===== src/design/pelbb_pkg.sv =====
`timescale 1ns / 1ps
`default_nettype none

package pelbb_pkg;

    localparam int COORD_W = 24;
    localparam int LIM_W   = 25;
    localparam int ROOT_W  = 25;
    localparam int SQ_W    = 2 * ROOT_W;
    localparam int IDX_W   = 8;
    localparam int UPC_W   = 5;

    localparam logic [LIM_W-1:0] SMALL_RST = 25'd10000;
    localparam logic [LIM_W-1:0] LARGE_RST = 25'd100000;

    // register indexes on the config port
    localparam logic REG_SMALL = 1'b0;
    localparam logic REG_LARGE = 1'b1;

    typedef enum logic [4:0] {
        U_NOP,
        U_LATCH,
        U_SEL_EDGE,
        U_SEL_CLOSE,
        U_SEL_BOX,
        U_MUL_DX,
        U_MUL_DY,
        U_ADD,
        U_ROOT_GO,
        U_MUL_SMALL,
        U_CMP_SMALL,
        U_CMP_LARGE,
        U_EMIT_EDGE,
        U_EMIT_CLOSE,
        U_EMIT_SUM,
        U_UPDATE,
        U_FIRST,
        U_SET_OVF,
        U_CLEAR
    } t_uop;

    typedef enum logic [2:0] {
        C_NEVER,
        C_ALWAYS,
        C_NO_IN,
        C_CNT_ZERO,
        C_CNT_FULL,
        C_ROOT_BUSY,
        C_OUT_FULL,
        C_NOT_LAST
    } t_cond;

    typedef struct packed {
        t_uop             op;
        t_cond            cond;
        logic [UPC_W-1:0] target;
    } t_uword;

    localparam logic [UPC_W-1:0] L_WAIT  = 5'd0;
    localparam logic [UPC_W-1:0] L_FIRST = 5'd11;
    localparam logic [UPC_W-1:0] L_OVF   = 5'd12;
    localparam logic [UPC_W-1:0] L_CHECK = 5'd13;
    localparam logic [UPC_W-1:0] L_NONE  = 5'd0;

    function automatic t_uword uw(input t_uop op, input t_cond cond,
                                  input logic [UPC_W-1:0] target);
        t_uword w;
        w.op     = op;
        w.cond   = cond;
        w.target = target;
        return w;
    endfunction

    // Control store: on a true condition the step jumps to target,
    // otherwise it falls through. Emit steps hold while the output is full.
    function automatic t_uword ucode(input logic [UPC_W-1:0] pc);
        t_uword w;
        unique case (pc)
            5'd0:    w = uw(U_LATCH,     C_NO_IN,     L_WAIT);
            5'd1:    w = uw(U_NOP,       C_CNT_ZERO,  L_FIRST);
            5'd2:    w = uw(U_NOP,       C_CNT_FULL,  L_OVF);
            5'd3:    w = uw(U_SEL_EDGE,  C_NEVER,     L_NONE);
            5'd4:    w = uw(U_MUL_DX,    C_NEVER,     L_NONE);
            5'd5:    w = uw(U_MUL_DY,    C_NEVER,     L_NONE);
            5'd6:    w = uw(U_ADD,       C_NEVER,     L_NONE);
            5'd7:    w = uw(U_ROOT_GO,   C_NEVER,     L_NONE);
            5'd8:    w = uw(U_NOP,       C_ROOT_BUSY, 5'd8);
            5'd9:    w = uw(U_EMIT_EDGE, C_OUT_FULL,  5'd9);
            5'd10:   w = uw(U_UPDATE,    C_ALWAYS,    L_CHECK);
            5'd11:   w = uw(U_FIRST,     C_ALWAYS,    L_CHECK);
            5'd12:   w = uw(U_SET_OVF,   C_NEVER,     L_NONE);
            5'd13:   w = uw(U_NOP,       C_NOT_LAST,  L_WAIT);
            5'd14:   w = uw(U_SEL_CLOSE, C_NEVER,     L_NONE);
            5'd15:   w = uw(U_MUL_DX,    C_NEVER,     L_NONE);
            5'd16:   w = uw(U_MUL_DY,    C_NEVER,     L_NONE);
            5'd17:   w = uw(U_ADD,       C_NEVER,     L_NONE);
            5'd18:   w = uw(U_ROOT_GO,   C_NEVER,     L_NONE);
            5'd19:   w = uw(U_NOP,       C_ROOT_BUSY, 5'd19);
            5'd20:   w = uw(U_EMIT_CLOSE, C_OUT_FULL, 5'd20);
            5'd21:   w = uw(U_SEL_BOX,   C_NEVER,     L_NONE);
            5'd22:   w = uw(U_MUL_DX,    C_NEVER,     L_NONE);
            5'd23:   w = uw(U_MUL_DY,    C_NEVER,     L_NONE);
            5'd24:   w = uw(U_ADD,       C_NEVER,     L_NONE);
            5'd25:   w = uw(U_ROOT_GO,   C_NEVER,     L_NONE);
            5'd26:   w = uw(U_MUL_SMALL, C_NEVER,     L_NONE);
            5'd27:   w = uw(U_CMP_SMALL, C_NEVER,     L_NONE);
            5'd28:   w = uw(U_CMP_LARGE, C_NEVER,     L_NONE);
            5'd29:   w = uw(U_NOP,       C_ROOT_BUSY, 5'd29);
            5'd30:   w = uw(U_EMIT_SUM,  C_OUT_FULL,  5'd30);
            5'd31:   w = uw(U_CLEAR,     C_ALWAYS,    L_WAIT);
            default: w = uw(U_NOP,       C_ALWAYS,    L_WAIT);
        endcase
        return w;
    endfunction

endpackage

`default_nettype wire


===== src/design/polygon_edge_length_bounding_box.sv =====
`timescale 1ns / 1ps
`default_nettype none

// Polygon edge lengths and bounding box.
// Input channel (i_in_valid / o_in_stall): one vertex per item, signed mm
// coordinates, i_last_vertex on the final vertex of a polygon.
// Output channel (o_out_valid / i_out_stall): edge items (kind 0) and one
// summary item (kind 1) after the closing edge; o_last marks the final
// result of a vertex. A first vertex, or one beyond MAX_VERTICES, gives none.
// APB port: small limit at 0x0, large limit at 0x4, 25 bits, pready high.
// Sequencing: a microcoded sequencer runs one vertex at a time. An ordinary
// vertex waits on the 25-step square root unit before its edge item loads.
// The last vertex adds two more roots, for the closing edge and the box
// diagonal. A first vertex, or an overflowing one, skips the edge steps.
// o_in_stall is high while a vertex is being worked on.
// A single output register holds each result; while the receiver stalls,
// the sequencer waits at its emit step and nothing is lost.
// Reset (synchronous, active low) clears the polygon state and restores the
// limits to 10000 and 100000 mm.
module polygon_edge_length_bounding_box #(
    parameter int MAX_VERTICES = 256
) (
    input  wire logic                                i_clk,
    input  wire logic                                i_rst_n,
    // config
    input  wire logic                                psel,
    input  wire logic                                penable,
    input  wire logic                                pwrite,
    input  wire logic [2:0]                          paddr,
    input  wire logic [31:0]                         pwdata,
    output logic      [31:0]                         prdata,
    output logic                                     pready,
    // vertices
    input  wire logic                                i_in_valid,
    output logic                                     o_in_stall,
    input  wire logic signed [pelbb_pkg::COORD_W-1:0] i_vertex_x,
    input  wire logic signed [pelbb_pkg::COORD_W-1:0] i_vertex_y,
    input  wire logic                                i_last_vertex,
    // results
    output logic                                     o_out_valid,
    input  wire logic                                i_out_stall,
    output logic                                     o_kind,
    output logic      [pelbb_pkg::IDX_W-1:0]         o_edge_index,
    output logic      [pelbb_pkg::ROOT_W-1:0]        o_edge_length,
    output logic signed [pelbb_pkg::COORD_W-1:0]     o_min_x,
    output logic signed [pelbb_pkg::COORD_W-1:0]     o_max_x,
    output logic signed [pelbb_pkg::COORD_W-1:0]     o_min_y,
    output logic signed [pelbb_pkg::COORD_W-1:0]     o_max_y,
    output logic      [pelbb_pkg::ROOT_W-1:0]        o_diag_mm,
    output logic                                     o_too_small,
    output logic                                     o_too_large,
    output logic                                     o_overflow,
    output logic                                     o_last
);

    localparam int CW = $clog2(MAX_VERTICES + 1);
    localparam int EW = (CW > pelbb_pkg::IDX_W) ? CW : pelbb_pkg::IDX_W;
    localparam int CO = pelbb_pkg::COORD_W;

    // ---- config registers ----
    logic [pelbb_pkg::LIM_W-1:0] r_small;
    logic [pelbb_pkg::LIM_W-1:0] r_large;
    logic                        w_cfg_wr;

    assign pready   = 1'b1;
    assign w_cfg_wr = psel && penable && pwrite;

    always_comb begin
        prdata = '0;
        unique case (paddr[2])
            pelbb_pkg::REG_SMALL: prdata = {7'd0, r_small};
            pelbb_pkg::REG_LARGE: prdata = {7'd0, r_large};
            default:              prdata = '0;
        endcase
    end

    // ---- sequencer ----
    logic [pelbb_pkg::UPC_W-1:0] r_pc;
    logic [pelbb_pkg::UPC_W-1:0] n_pc;
    pelbb_pkg::t_uword           w_uw;
    logic                        w_take;
    logic                        w_accept;
    logic                        w_out_free;
    logic                        w_emit;
    logic                        w_load;
    logic                        w_root_busy;

    // polygon state
    logic signed [CO-1:0] r_first_x, r_first_y, r_prev_x, r_prev_y;
    logic signed [CO-1:0] r_bmin_x, r_bmax_x, r_bmin_y, r_bmax_y;
    logic        [CW-1:0] r_count;
    logic                 r_ovf;

    // latched vertex
    logic signed [CO-1:0] r_in_x, r_in_y;
    logic                 r_in_last;

    assign w_uw       = pelbb_pkg::ucode(r_pc);
    assign o_in_stall = (r_pc != pelbb_pkg::L_WAIT) || !i_rst_n;
    assign w_accept   = i_in_valid && !o_in_stall;
    assign w_out_free = !o_out_valid || !i_out_stall;
    assign w_emit     = (w_uw.op == pelbb_pkg::U_EMIT_EDGE)
                     || (w_uw.op == pelbb_pkg::U_EMIT_CLOSE)
                     || (w_uw.op == pelbb_pkg::U_EMIT_SUM);
    assign w_load     = w_emit && w_out_free;

    always_comb begin
        unique case (w_uw.cond)
            pelbb_pkg::C_NEVER:     w_take = 1'b0;
            pelbb_pkg::C_ALWAYS:    w_take = 1'b1;
            pelbb_pkg::C_NO_IN:     w_take = !w_accept;
            pelbb_pkg::C_CNT_ZERO:  w_take = (r_count == '0);
            pelbb_pkg::C_CNT_FULL:  w_take = (r_count >= CW'(MAX_VERTICES));
            pelbb_pkg::C_ROOT_BUSY: w_take = w_root_busy;
            pelbb_pkg::C_OUT_FULL:  w_take = !w_out_free;
            pelbb_pkg::C_NOT_LAST:  w_take = !r_in_last;
            default:                w_take = 1'b0;
        endcase
        n_pc = w_take ? w_uw.target : r_pc + 1'b1;
    end

    // ---- difference unit: |a - b| on both axes ----
    logic signed [CO-1:0] w_ax, w_bx, w_ay, w_by;
    logic signed [CO:0]   w_dxs, w_dys, w_ndx, w_ndy;
    logic        [CO-1:0] w_adx, w_ady;
    logic        [CO-1:0] r_dx, r_dy;

    always_comb begin
        unique case (w_uw.op)
            pelbb_pkg::U_SEL_CLOSE: begin
                w_ax = r_first_x; w_bx = r_prev_x;
                w_ay = r_first_y; w_by = r_prev_y;
            end
            pelbb_pkg::U_SEL_BOX: begin
                w_ax = r_bmax_x; w_bx = r_bmin_x;
                w_ay = r_bmax_y; w_by = r_bmin_y;
            end
            default: begin
                w_ax = r_in_x; w_bx = r_prev_x;
                w_ay = r_in_y; w_by = r_prev_y;
            end
        endcase
    end

    assign w_dxs = {w_ax[CO-1], w_ax} - {w_bx[CO-1], w_bx};
    assign w_dys = {w_ay[CO-1], w_ay} - {w_by[CO-1], w_by};
    assign w_ndx = -w_dxs;
    assign w_ndy = -w_dys;
    assign w_adx = w_dxs[CO] ? w_ndx[CO-1:0] : w_dxs[CO-1:0];
    assign w_ady = w_dys[CO] ? w_ndy[CO-1:0] : w_dys[CO-1:0];

    // ---- squarer, shared by distances and limits ----
    logic [pelbb_pkg::LIM_W-1:0] w_mop;
    logic [pelbb_pkg::SQ_W-1:0]  r_prod;
    logic [pelbb_pkg::SQ_W-1:0]  r_sq;
    logic                        w_mul;
    logic                        r_small_f, r_large_f;

    always_comb begin
        unique case (w_uw.op)
            pelbb_pkg::U_MUL_DY:    w_mop = {1'b0, r_dy};
            pelbb_pkg::U_MUL_SMALL: w_mop = r_small;
            pelbb_pkg::U_CMP_SMALL: w_mop = r_large;
            default:                w_mop = {1'b0, r_dx};
        endcase
    end

    assign w_mul = (w_uw.op == pelbb_pkg::U_MUL_DX) || (w_uw.op == pelbb_pkg::U_MUL_DY)
                || (w_uw.op == pelbb_pkg::U_MUL_SMALL) || (w_uw.op == pelbb_pkg::U_CMP_SMALL);

    // ---- square root unit ----
    logic [pelbb_pkg::ROOT_W-1:0] w_root;

    pelbb_isqrt u_isqrt (
        .i_clk      (i_clk),
        .i_rst_n    (i_rst_n),
        .i_start    (w_uw.op == pelbb_pkg::U_ROOT_GO),
        .i_radicand (r_sq),
        .o_busy     (w_root_busy),
        .o_root     (w_root)
    );

    // edge index: starting vertex of the edge, low bits
    logic [EW-1:0] w_idx;
    assign w_idx = EW'(r_count) - EW'(1);

    // ---- control registers ----
    always_ff @(posedge i_clk) begin
        if (!i_rst_n) begin
            r_pc        <= pelbb_pkg::L_WAIT;
            r_count     <= '0;
            r_ovf       <= 1'b0;
            o_out_valid <= 1'b0;
            r_small     <= pelbb_pkg::SMALL_RST;
            r_large     <= pelbb_pkg::LARGE_RST;
        end else begin
            r_pc <= n_pc;
            if (w_cfg_wr) begin
                if (paddr[2] == pelbb_pkg::REG_SMALL) begin
                    r_small <= pwdata[pelbb_pkg::LIM_W-1:0];
                end else begin
                    r_large <= pwdata[pelbb_pkg::LIM_W-1:0];
                end
            end
            if (w_load) begin
                o_out_valid <= 1'b1;
            end else if (!i_out_stall) begin
                o_out_valid <= 1'b0;
            end
            unique case (w_uw.op)
                pelbb_pkg::U_FIRST:   r_count <= CW'(1);
                pelbb_pkg::U_UPDATE:  r_count <= r_count + 1'b1;
                pelbb_pkg::U_SET_OVF: r_ovf   <= 1'b1;
                pelbb_pkg::U_CLEAR: begin
                    r_count <= '0;
                    r_ovf   <= 1'b0;
                end
                default: ;
            endcase
        end
    end

    // ---- datapath registers ----
    always_ff @(posedge i_clk) begin
        if (w_mul) begin
            r_prod <= pelbb_pkg::SQ_W'(w_mop) * pelbb_pkg::SQ_W'(w_mop);
        end
        case (w_uw.op)
            pelbb_pkg::U_LATCH: begin
                if (w_accept) begin
                    r_in_x    <= i_vertex_x;
                    r_in_y    <= i_vertex_y;
                    r_in_last <= i_last_vertex;
                end
            end
            pelbb_pkg::U_SEL_EDGE, pelbb_pkg::U_SEL_CLOSE, pelbb_pkg::U_SEL_BOX: begin
                r_dx <= w_adx;
                r_dy <= w_ady;
            end
            pelbb_pkg::U_MUL_DY:    r_sq      <= r_prod;
            pelbb_pkg::U_ADD:       r_sq      <= r_sq + r_prod;
            pelbb_pkg::U_CMP_SMALL: r_small_f <= (r_sq < r_prod);
            pelbb_pkg::U_CMP_LARGE: r_large_f <= (r_sq > r_prod);
            pelbb_pkg::U_FIRST: begin
                r_first_x <= r_in_x; r_first_y <= r_in_y;
                r_prev_x  <= r_in_x; r_prev_y  <= r_in_y;
                r_bmin_x  <= r_in_x; r_bmax_x  <= r_in_x;
                r_bmin_y  <= r_in_y; r_bmax_y  <= r_in_y;
            end
            pelbb_pkg::U_UPDATE: begin
                if (r_in_x < r_bmin_x) r_bmin_x <= r_in_x;
                if (r_in_x > r_bmax_x) r_bmax_x <= r_in_x;
                if (r_in_y < r_bmin_y) r_bmin_y <= r_in_y;
                if (r_in_y > r_bmax_y) r_bmax_y <= r_in_y;
                r_prev_x <= r_in_x;
                r_prev_y <= r_in_y;
            end
            default: ;
        endcase

        // result register
        if (w_load) begin
            o_overflow <= r_ovf;
            if (w_uw.op == pelbb_pkg::U_EMIT_SUM) begin
                o_kind        <= 1'b1;
                o_edge_index  <= '0;
                o_edge_length <= '0;
                o_min_x       <= r_bmin_x;
                o_max_x       <= r_bmax_x;
                o_min_y       <= r_bmin_y;
                o_max_y       <= r_bmax_y;
                o_diag_mm     <= w_root;
                o_too_small   <= r_small_f;
                o_too_large   <= r_large_f;
                o_last        <= 1'b1;
            end else begin
                o_kind        <= 1'b0;
                o_edge_index  <= w_idx[pelbb_pkg::IDX_W-1:0];
                o_edge_length <= w_root;
                o_min_x       <= '0;
                o_max_x       <= '0;
                o_min_y       <= '0;
                o_max_y       <= '0;
                o_diag_mm     <= '0;
                o_too_small   <= 1'b0;
                o_too_large   <= 1'b0;
                // the closing edge is always followed by the summary
                o_last        <= (w_uw.op == pelbb_pkg::U_EMIT_EDGE) && !r_in_last;
            end
        end
    end

    // ---- assertions ----
    a_no_emit_mid_root: assert property (@(posedge i_clk) disable iff (!i_rst_n)
        w_load |-> !w_root_busy)
        else $error("result loaded while square root still running");

    a_count_bound: assert property (@(posedge i_clk) disable iff (!i_rst_n)
        r_count <= CW'(MAX_VERTICES))
        else $error("vertex count beyond maximum");

    a_clear_after_sum: assert property (@(posedge i_clk) disable iff (!i_rst_n)
        (w_load && (w_uw.op == pelbb_pkg::U_EMIT_SUM)) |=> ##1 (r_count == '0 && !r_ovf))
        else $error("polygon state not cleared after summary");

    a_sum_is_last: assert property (@(posedge i_clk) disable iff (!i_rst_n)
        (o_out_valid && o_kind) |-> o_last)
        else $error("summary item without last flag");

endmodule

`default_nettype wire


===== src/design/pelbb_isqrt.sv =====
`timescale 1ns / 1ps
`default_nettype none

// Restoring square root, two radicand bits per cycle.
module pelbb_isqrt (
    input  wire logic                         i_clk,
    input  wire logic                         i_rst_n,
    input  wire logic                         i_start,
    input  wire logic [pelbb_pkg::SQ_W-1:0]   i_radicand,
    output logic                              o_busy,
    output logic      [pelbb_pkg::ROOT_W-1:0] o_root
);

    localparam int REM_W = pelbb_pkg::ROOT_W + 2;
    localparam int CNT_W = $clog2(pelbb_pkg::ROOT_W);

    logic [pelbb_pkg::SQ_W-1:0]   r_rad;
    logic [REM_W-1:0]             r_rem;
    logic [pelbb_pkg::ROOT_W-1:0] r_root;
    logic [CNT_W-1:0]             r_cnt;
    logic                         r_busy;

    logic [REM_W-1:0] w_rem_sh;
    logic [REM_W-1:0] w_trial;
    logic [REM_W-1:0] w_diff;
    logic             w_ge;

    assign w_rem_sh = {r_rem[pelbb_pkg::ROOT_W-1:0], r_rad[pelbb_pkg::SQ_W-1 -: 2]};
    assign w_trial  = {r_root, 2'b01};
    assign w_ge     = (w_rem_sh >= w_trial);
    assign w_diff   = w_rem_sh - w_trial;

    always_ff @(posedge i_clk) begin
        if (!i_rst_n) begin
            r_busy <= 1'b0;
            r_cnt  <= '0;
        end else if (i_start) begin
            r_busy <= 1'b1;
            r_cnt  <= CNT_W'(pelbb_pkg::ROOT_W - 1);
        end else if (r_busy) begin
            if (r_cnt == '0) begin
                r_busy <= 1'b0;
            end else begin
                r_cnt <= r_cnt - 1'b1;
            end
        end
    end

    always_ff @(posedge i_clk) begin
        if (i_start) begin
            r_rad  <= i_radicand;
            r_rem  <= '0;
            r_root <= '0;
        end else if (r_busy) begin
            r_rad  <= {r_rad[pelbb_pkg::SQ_W-3:0], 2'b00};
            r_rem  <= w_ge ? w_diff : w_rem_sh;
            r_root <= {r_root[pelbb_pkg::ROOT_W-2:0], w_ge};
        end
    end

    assign o_busy = r_busy;
    assign o_root = r_root;

endmodule

`default_nettype wire

===== config.mk =====
export PLATFORM = sky130hd
export DESIGN_NAME = polygon_edge_length_bounding_box
export DESIGN_NICKNAME = d
export VERILOG_FILES = /design/src/design/pelbb_pkg.sv /design/src/design/polygon_edge_length_bounding_box.sv /design/src/design/pelbb_isqrt.sv
export SDC_FILE = /design/constraint.sdc
export NUM_CORES = 2
export LEC_CHECK = 0
export ABC_AREA = 1
export BUFFER_PORTS_ARGS = -buffer_cell sky130_fd_sc_hd__buf_2
export CAP_MARGIN = 0
export CELL_PAD_IN_SITES_DETAIL_PLACEMENT = 1
export CELL_PAD_IN_SITES_GLOBAL_PLACEMENT = 2
export CORE_ASPECT_RATIO = 1.1
export CORE_MARGIN = 2
export CORE_UTILIZATION = 39
export CTS_CLUSTER_DIAMETER = 60
export DETAILED_ROUTE_END_ITERATION = 8
export GPL_TIMING_DRIVEN = 0
export PLACE_DENSITY = 0.85
export REMOVE_ABC_BUFFERS = 1
export SLEW_MARGIN = 20
export SYNTH_ARGS = -nofsm -noshare
export SYNTH_HDL_FRONTEND = slang
export SYNTH_SLANG_ARGS = --single-unit

===== constraint.sdc =====
create_clock -name i_clk -period 11.3 [get_ports i_clk]
set_clock_uncertainty 0.1 [all_clocks]
set_input_delay 0 -clock i_clk [delete_from_list [all_inputs] [get_ports i_clk]]
set_output_delay 0 -clock i_clk [all_outputs]
set_load 0.05 [all_outputs]

### Yosys cells after proc, flatten, opt, wreduce, memory -nomap -nowiden

Memories as Yosys holds them, arrays and structs flattened. A register that Yosys moved wholly into a read port is not among the register bits.
Index checks and enable logic that the tools add are counted.

* $mul: 1
* bitwise gates (word level): 3
* order comparisons: 8
* reductions and logical operators: 40
* mux-type cells: 34
* equality and inequality tests: 31
* add/sub/neg operators: 10

Operators with widths (number)
* case mux 24 bit (2 select lines): 6
* two-way mux 24 bit: 8
* two-way mux 50 bit: 2
* case mux 50 bit (2 select lines): 1
* case mux 25 bit (3 select lines): 1
* case mux 32 bit (2 select lines): 1
* adder 50 bit: 1
* greater-than comparator 50 bit: 1
* less-than comparator 50 bit: 1
* multiplier 25 x 25 -> 50 bit: 1
* subtractor 24 x 24 -> 25 bit: 2
* greater-than comparator 24 bit: 2
* less-than comparator 24 bit: 2
* negation 24 bit: 2
* equality test 5 x 4 -> 1 bit, second input constant: 8
* >= comparator 27 bit: 1
* case mux 9 bit (3 select lines): 1
* two-way mux 25 bit: 1
* two-way mux 5 bit: 5
* subtractor 25 bit: 1
* equality test 5 x 3 -> 1 bit, second input constant: 4
* AND reduction 2 bit: 9
* equality test 5 bit, second input constant: 3
* equality test 3 bit, second input constant: 4
* 26 further kinds: 59

* memory bits (read-only): 416
* output and inout bits: 194
* word-level logic and storage cells: 169
* memories kept: 1
* bits of input ports: 91
* bits in registers: 722

Memory list
* (no name shown): depth 32, bits a word 13, read ports 1, clocked after memory_dff 1, write ports 0, line pelbb_pkg.sv:78 `unique case (pc)`

### Longest topological paths before layout

* depth after elaboration: 8
* gate-level depth with buffers: 38
* depth with buffers taken out: 36

### Modules after synthesis

A second synthesis with hierarchy kept.

* cells, all modules: 6945
* area, all modules: 59349.4 um^2

By module, submodules not included
* polygon_edge_length_bounding_box: cells an instance 6113, times used 1, area an instance 53313.6 um^2, sequential area each 18067.3 um^2
* pelbb_isqrt: cells an instance 832, times used 1, area an instance 6035.8 um^2, sequential area each 2622.5 um^2

### Worst setup path before layout

No wires, ideal clock.

* path type: reg2reg
* start point: register, netlist name w_uw[9]
* end point: register o_diag_mm[0] (netlist name), enable pin
* stages on the path, launching flop included: 4
* buffers on the path: 0
* library setup time: 0.730 ns
* arrival time: 8.252 ns
* clock period less this slack: 9.082 ns
* slack: 2.218 ns
* required time: 10.470 ns
* cells stage by stage: dfxtp_1 > nand2_1 > nand4_1 > a21oi_1

* word-level cells in the longest chain between the ends: 4
* elaborated cells on any way between the ends: 6
* those cells by class: eq/ne (3); reduce/logical (3)

RTL lines
* equality test 5 x 4 -> 1 bit (on tied branches): line polygon_edge_length_bounding_box.sv:102, polygon_edge_length_bounding_box.sv:103
* logical OR 1 bit: line polygon_edge_length_bounding_box.sv:103 `|| (w_uw.op == pelbb_pkg::U_EMIT_CLOSE)`
* logical OR 1 bit *: line polygon_edge_length_bounding_box.sv:104 `|| (w_uw.op == pelbb_pkg::U_EMIT_SUM);`
* logical AND 1 bit *: line polygon_edge_length_bounding_box.sv:105 `assign w_load = w_emit && w_out_free;`
* named net w_load: line polygon_edge_length_bounding_box.sv:85 `logic w_load;`
* end signal, assigned: line polygon_edge_length_bounding_box.sv:272 `o_diag_mm <= w_root;`
* end, declared: line polygon_edge_length_bounding_box.sv:49 `output logic [pelbb_pkg::ROOT_W-1:0] o_diag_mm,`

Mark *: on every way through the listed nets, which the timed path passes. The rest lies on a longest branch.
A chain may end at the register's enable or synchronous reset.

### Worst setup path in the final report

* start point: register, netlist name w_uw[12]
* end point: register r_prod[49] (netlist name) (data pin)

* word-level cells in the longest chain between the ends: 3
* elaborated cells on any way between the ends: 5
* those cells by class: mul (1); eq/ne (3); mux (1)

RTL lines
* equality test 5 x 4 -> 1 bit / equality test 5 x 3 -> 1 bit (equally long branches): line polygon_edge_length_bounding_box.sv:160 `unique case (w_uw.op)`
* case mux 25 bit (3 select lines) *: line polygon_edge_length_bounding_box.sv:160
* multiplier 25 x 25 -> 50 bit *: line polygon_edge_length_bounding_box.sv:226 `r_prod <= pelbb_pkg::SQ_W'(w_mop) * pelbb_pkg::SQ_W'(w_mop);`
* end signal, assigned: line polygon_edge_length_bounding_box.sv:226
* end, declared: line polygon_edge_length_bounding_box.sv:154 `logic [pelbb_pkg::SQ_W-1:0] r_prod;`

Every way passes the cells marked *; elsewhere a longest branch is shown, timed or not.

==> summary.txt <==
Setup path
  – CP max stage cell: a221oi_4
  – Most Frequent Cell on Critical Path: inv_1
  – Worst Setup Start Kind: register
  – WP data required: 11.64 ns
  – WS Path Type: register to register
  – CP Data Arrival Time: 11.16 ns
  – Crit-path max FO: 16
  – Largest stage delay, worst path: 0.94 ns
  – Worst Setup End Kind: register

Yosys
  – Yosys reg bits: 734
  – Synthesized cell area: 59400 um2
  – Post-synth EDFFs: 599
  – Ys async rst share: 0%
  – YS warnings: 0
  – Mapped Avg Cell Area: 8.48 um2
  – Yosys cell types: 63
  – Cells after synthesis: 7012
  – Register area share after synthesis: 34.8%
  – Top_reg_cell synth: edfxtp_1
  – Largest area contributor in the netlist: edfxtp_1
  – Post-synth top area share: 30.3%
  – Area contributors post-synth: edfxtp_1 (30%), fa_1 (16%), ha_1 (9.7%)

Layout
  – Layout area overhead: 15.0%
  – FILL cells: 18000
  – Nets: 8432
  – Layout cells sized above 1: 7.76%

CTS
  – TritonCTS Buffers: 92
  – Clk_lat worst skew: 0.72 ns
  – H-tree Lvls: 3
  – Clock Tree Buf Depth: 3
  – Num Clock Sinks: 734
  – Worst-path clk slew: 0.06 ns
  – CTS tree: done
  – Root Driver: clkbuf_16

Global routing
  – Total GRT Usage: 25.4%
  – Largest net degree at the start of global routing: 86
  – Grt total ovfl: 0
  – Initial antenna violation count: 9
  – Vias in the first global route: 54000
  – First-pass GRT wire length: 307000 um

Route
  – Wirelength per Cell: 20.9 um
  – DRC Markers: 0
  – Via/cell ratio: 5.20
  – Post-DRT Antenna Nets: 0
  – DRT Pass-1 Iters: 5
  – Final Routed Wirelength: 198000 um
  – DR vias: 49200
  – Violation count after the first detailed-route iteration: 2564

Timing
  – Fin Setup TNS: 0 ns
  – Final hold vios: 0
  – Slew Limit Headroom: 11.9%
  – Least-Margin Pin Slew: 1.31 ns
  – RSZ-0062 raised after global routing: no
  – Max frequency: 0.0924 GHz
  – Tcrit/Tclk final: 95.8%
  – Final Setup Violations: 0
  – Fin. max-slew vios: 0
  – Min Tclk post-route: 10.82 ns

Placement
  – Routability Congestion: 0.928
  – IO Port Bufs: 267
  – Post-detail-place hpwl: 155000 um

Floorplanning
  – Rows: 150
  – Die height: 413 um
  – Initial Utilization: 39.2%
  – Die area: 156000 um2
  – Io pins: 285
  – Core area: 152000 um2
  – DIE WIDTH: 376 um

Flow run
  – Max-Cap Viols: 0

Outcome
  – Status: completed

Min path
  – HP Class: input port to register
[routing by layer]
metal	up-vias	track usage, %	wire length (um)
li1	23100	-	-
met1	24600	30.7	81700
met2	1024	45.7	99400
met3	423	2.83	6920
met4	4	11.2	9500
met5	-	0	14
[worst paths after layout]
kind,startpoint,to,slack [ns],cells past startpoint
hold reg to reg,r_large[0]$_SDFFE_PN0P_,r_large[0]$_SDFFE_PN0P_,0.37,2
hold / removal,pwdata[14],r_large[14]$_SDFFE_PN0P_,0.03,4
setup / recovery,w_uw[12]$_DFF_P_,r_prod[49]$_DFFE_PP_,0.48,31
setup reg to reg,w_uw[12]$_DFF_P_,r_prod[49]$_DFFE_PP_,0.48,31
[stage by stage]
stage,area (um2),hold WS [ns],setup WS [ns],utilization [%],cells
after floorplan,58700,-0.0159,2.22,-,6854
after global placement,62500,0.0773,-4.60,41.2,9097
after detailed placement,63800,0.0783,-0.498,42.1,9154
after CTS,68300,0.000686,0.428,45.1,9464
after global routing,68300,0.0272,0.00360,45.1,9466
final,68300,0.0336,0.476,45.1,9467
[critical path: cells and delay by family (launching register included)]
kind | cells | cell delay [ns]
compound gates | 6 | 2.45
xor+xnor | 1 | 0.19
fa+ha+maj | 8 | 3.79
buf+inv | 10 | 2.27
flops | 1 | 0.42
simple gates | 6 | 1.30
[repair_timing]
item                                    4_1_cts  5_1_grt
resized for setup                             0        0
buffers inserted                              1        0
hold buffers                                138        0
endpoints found under the setup margin       13        0
endpoints found under the hold margin       181        0
[sequential cells by signal, indices dropped and copies added (netlist names), 25 cells and up]
signal,cells
r_sq,50
u_isqrt.r_rad,50
r_prod,49
o_diag_mm,25
o_edge_length,25
r_large,25
r_small,25
u_isqrt.o_root,25
u_isqrt.r_rem,25
[Yosys cell counts (all sizes together), types with 11 or more instances]
| cell | number |
|---|---|
| xnor2 | 37 |
| nor2 | 770 |
| nand3 | 265 |
| edfxtp | 599 |
| or2 | 17 |
| ha | 462 |
| o2111ai | 17 |
| fa | 468 |
| clkbuf | 91 |
| o211ai | 53 |
| nand3b | 18 |
| dfxtp | 135 |
| nor4 | 19 |
| o21bai | 31 |
| a21oi | 329 |
| nand4 | 75 |
| a21o | 14 |
| o22ai | 27 |
| xor2 | 92 |
| o21a | 11 |
| inv | 1440 |
| nor3 | 66 |
| o21ai | 360 |
| nand2 | 1459 |
| buf | 73 |
| a31oi | 24 |
| a221oi | 11 |
[cell families after synthesis]
family | count (synthesis) | synth area share (%)
and+or+nand+nor | 2699 | 18.5
buffers and inverters | 1606 | 10.5
adders and majority gates | 930 | 25.5
AOI/OAI and AO/OA | 912 | 8.85
DFF | 734 | 34.8
xor gates and xnor gates | 129 | 1.93
other | 2 | 0.0126
[area by class of cell]
type | count | area (um2) | area share [%]
multi-input cells | 4678 | 32900 | 48.1
clock inverters | 59 | 693 | 1.01
clock buffers | 112 | 2440 | 3.57
inverters | 1442 | 5440 | 7.95
flip-flops and latches | 734 | 20700 | 30.3
diodes | 3 | 7.51 | 0.0110
well taps | 1976 | 2470 | 3.62
repair buffers | 463 | 3740 | 5.47
[cell usage in the layout (no fill, tap or decap), types with 9 or more instances in the layout]
cell,count
nand3b_1,18
clkinv_1,14
inv_1,1405
clkbuf_1,15
a21oi_1,328
buf_16,20
nand3_1,262
dfxtp_1,135
xnor2_1,37
buf_2,274
clkinv_2,10
bufinv_16,9
nand2_1,1452
o22ai_1,26
edfxtp_1,599
o21ai_4,15
o21bai_1,31
ha_1,462
o21ai_0,343
inv_2,28
dlygate4sd3_1,138
clkbuf_16,93
buf_12,10
o2111ai_1,15
xor2_1,90
a21o_1,14
a31oi_1,24
or2_2,17
nor3_1,63
o21a_1,11
nand4_1,75
nor4_1,18
nor2_1,756
o211ai_1,53
fa_1,468
Power is not shown: default switching activity piles up to over one toggle a cycle in this logic, so the estimate is an artifact.
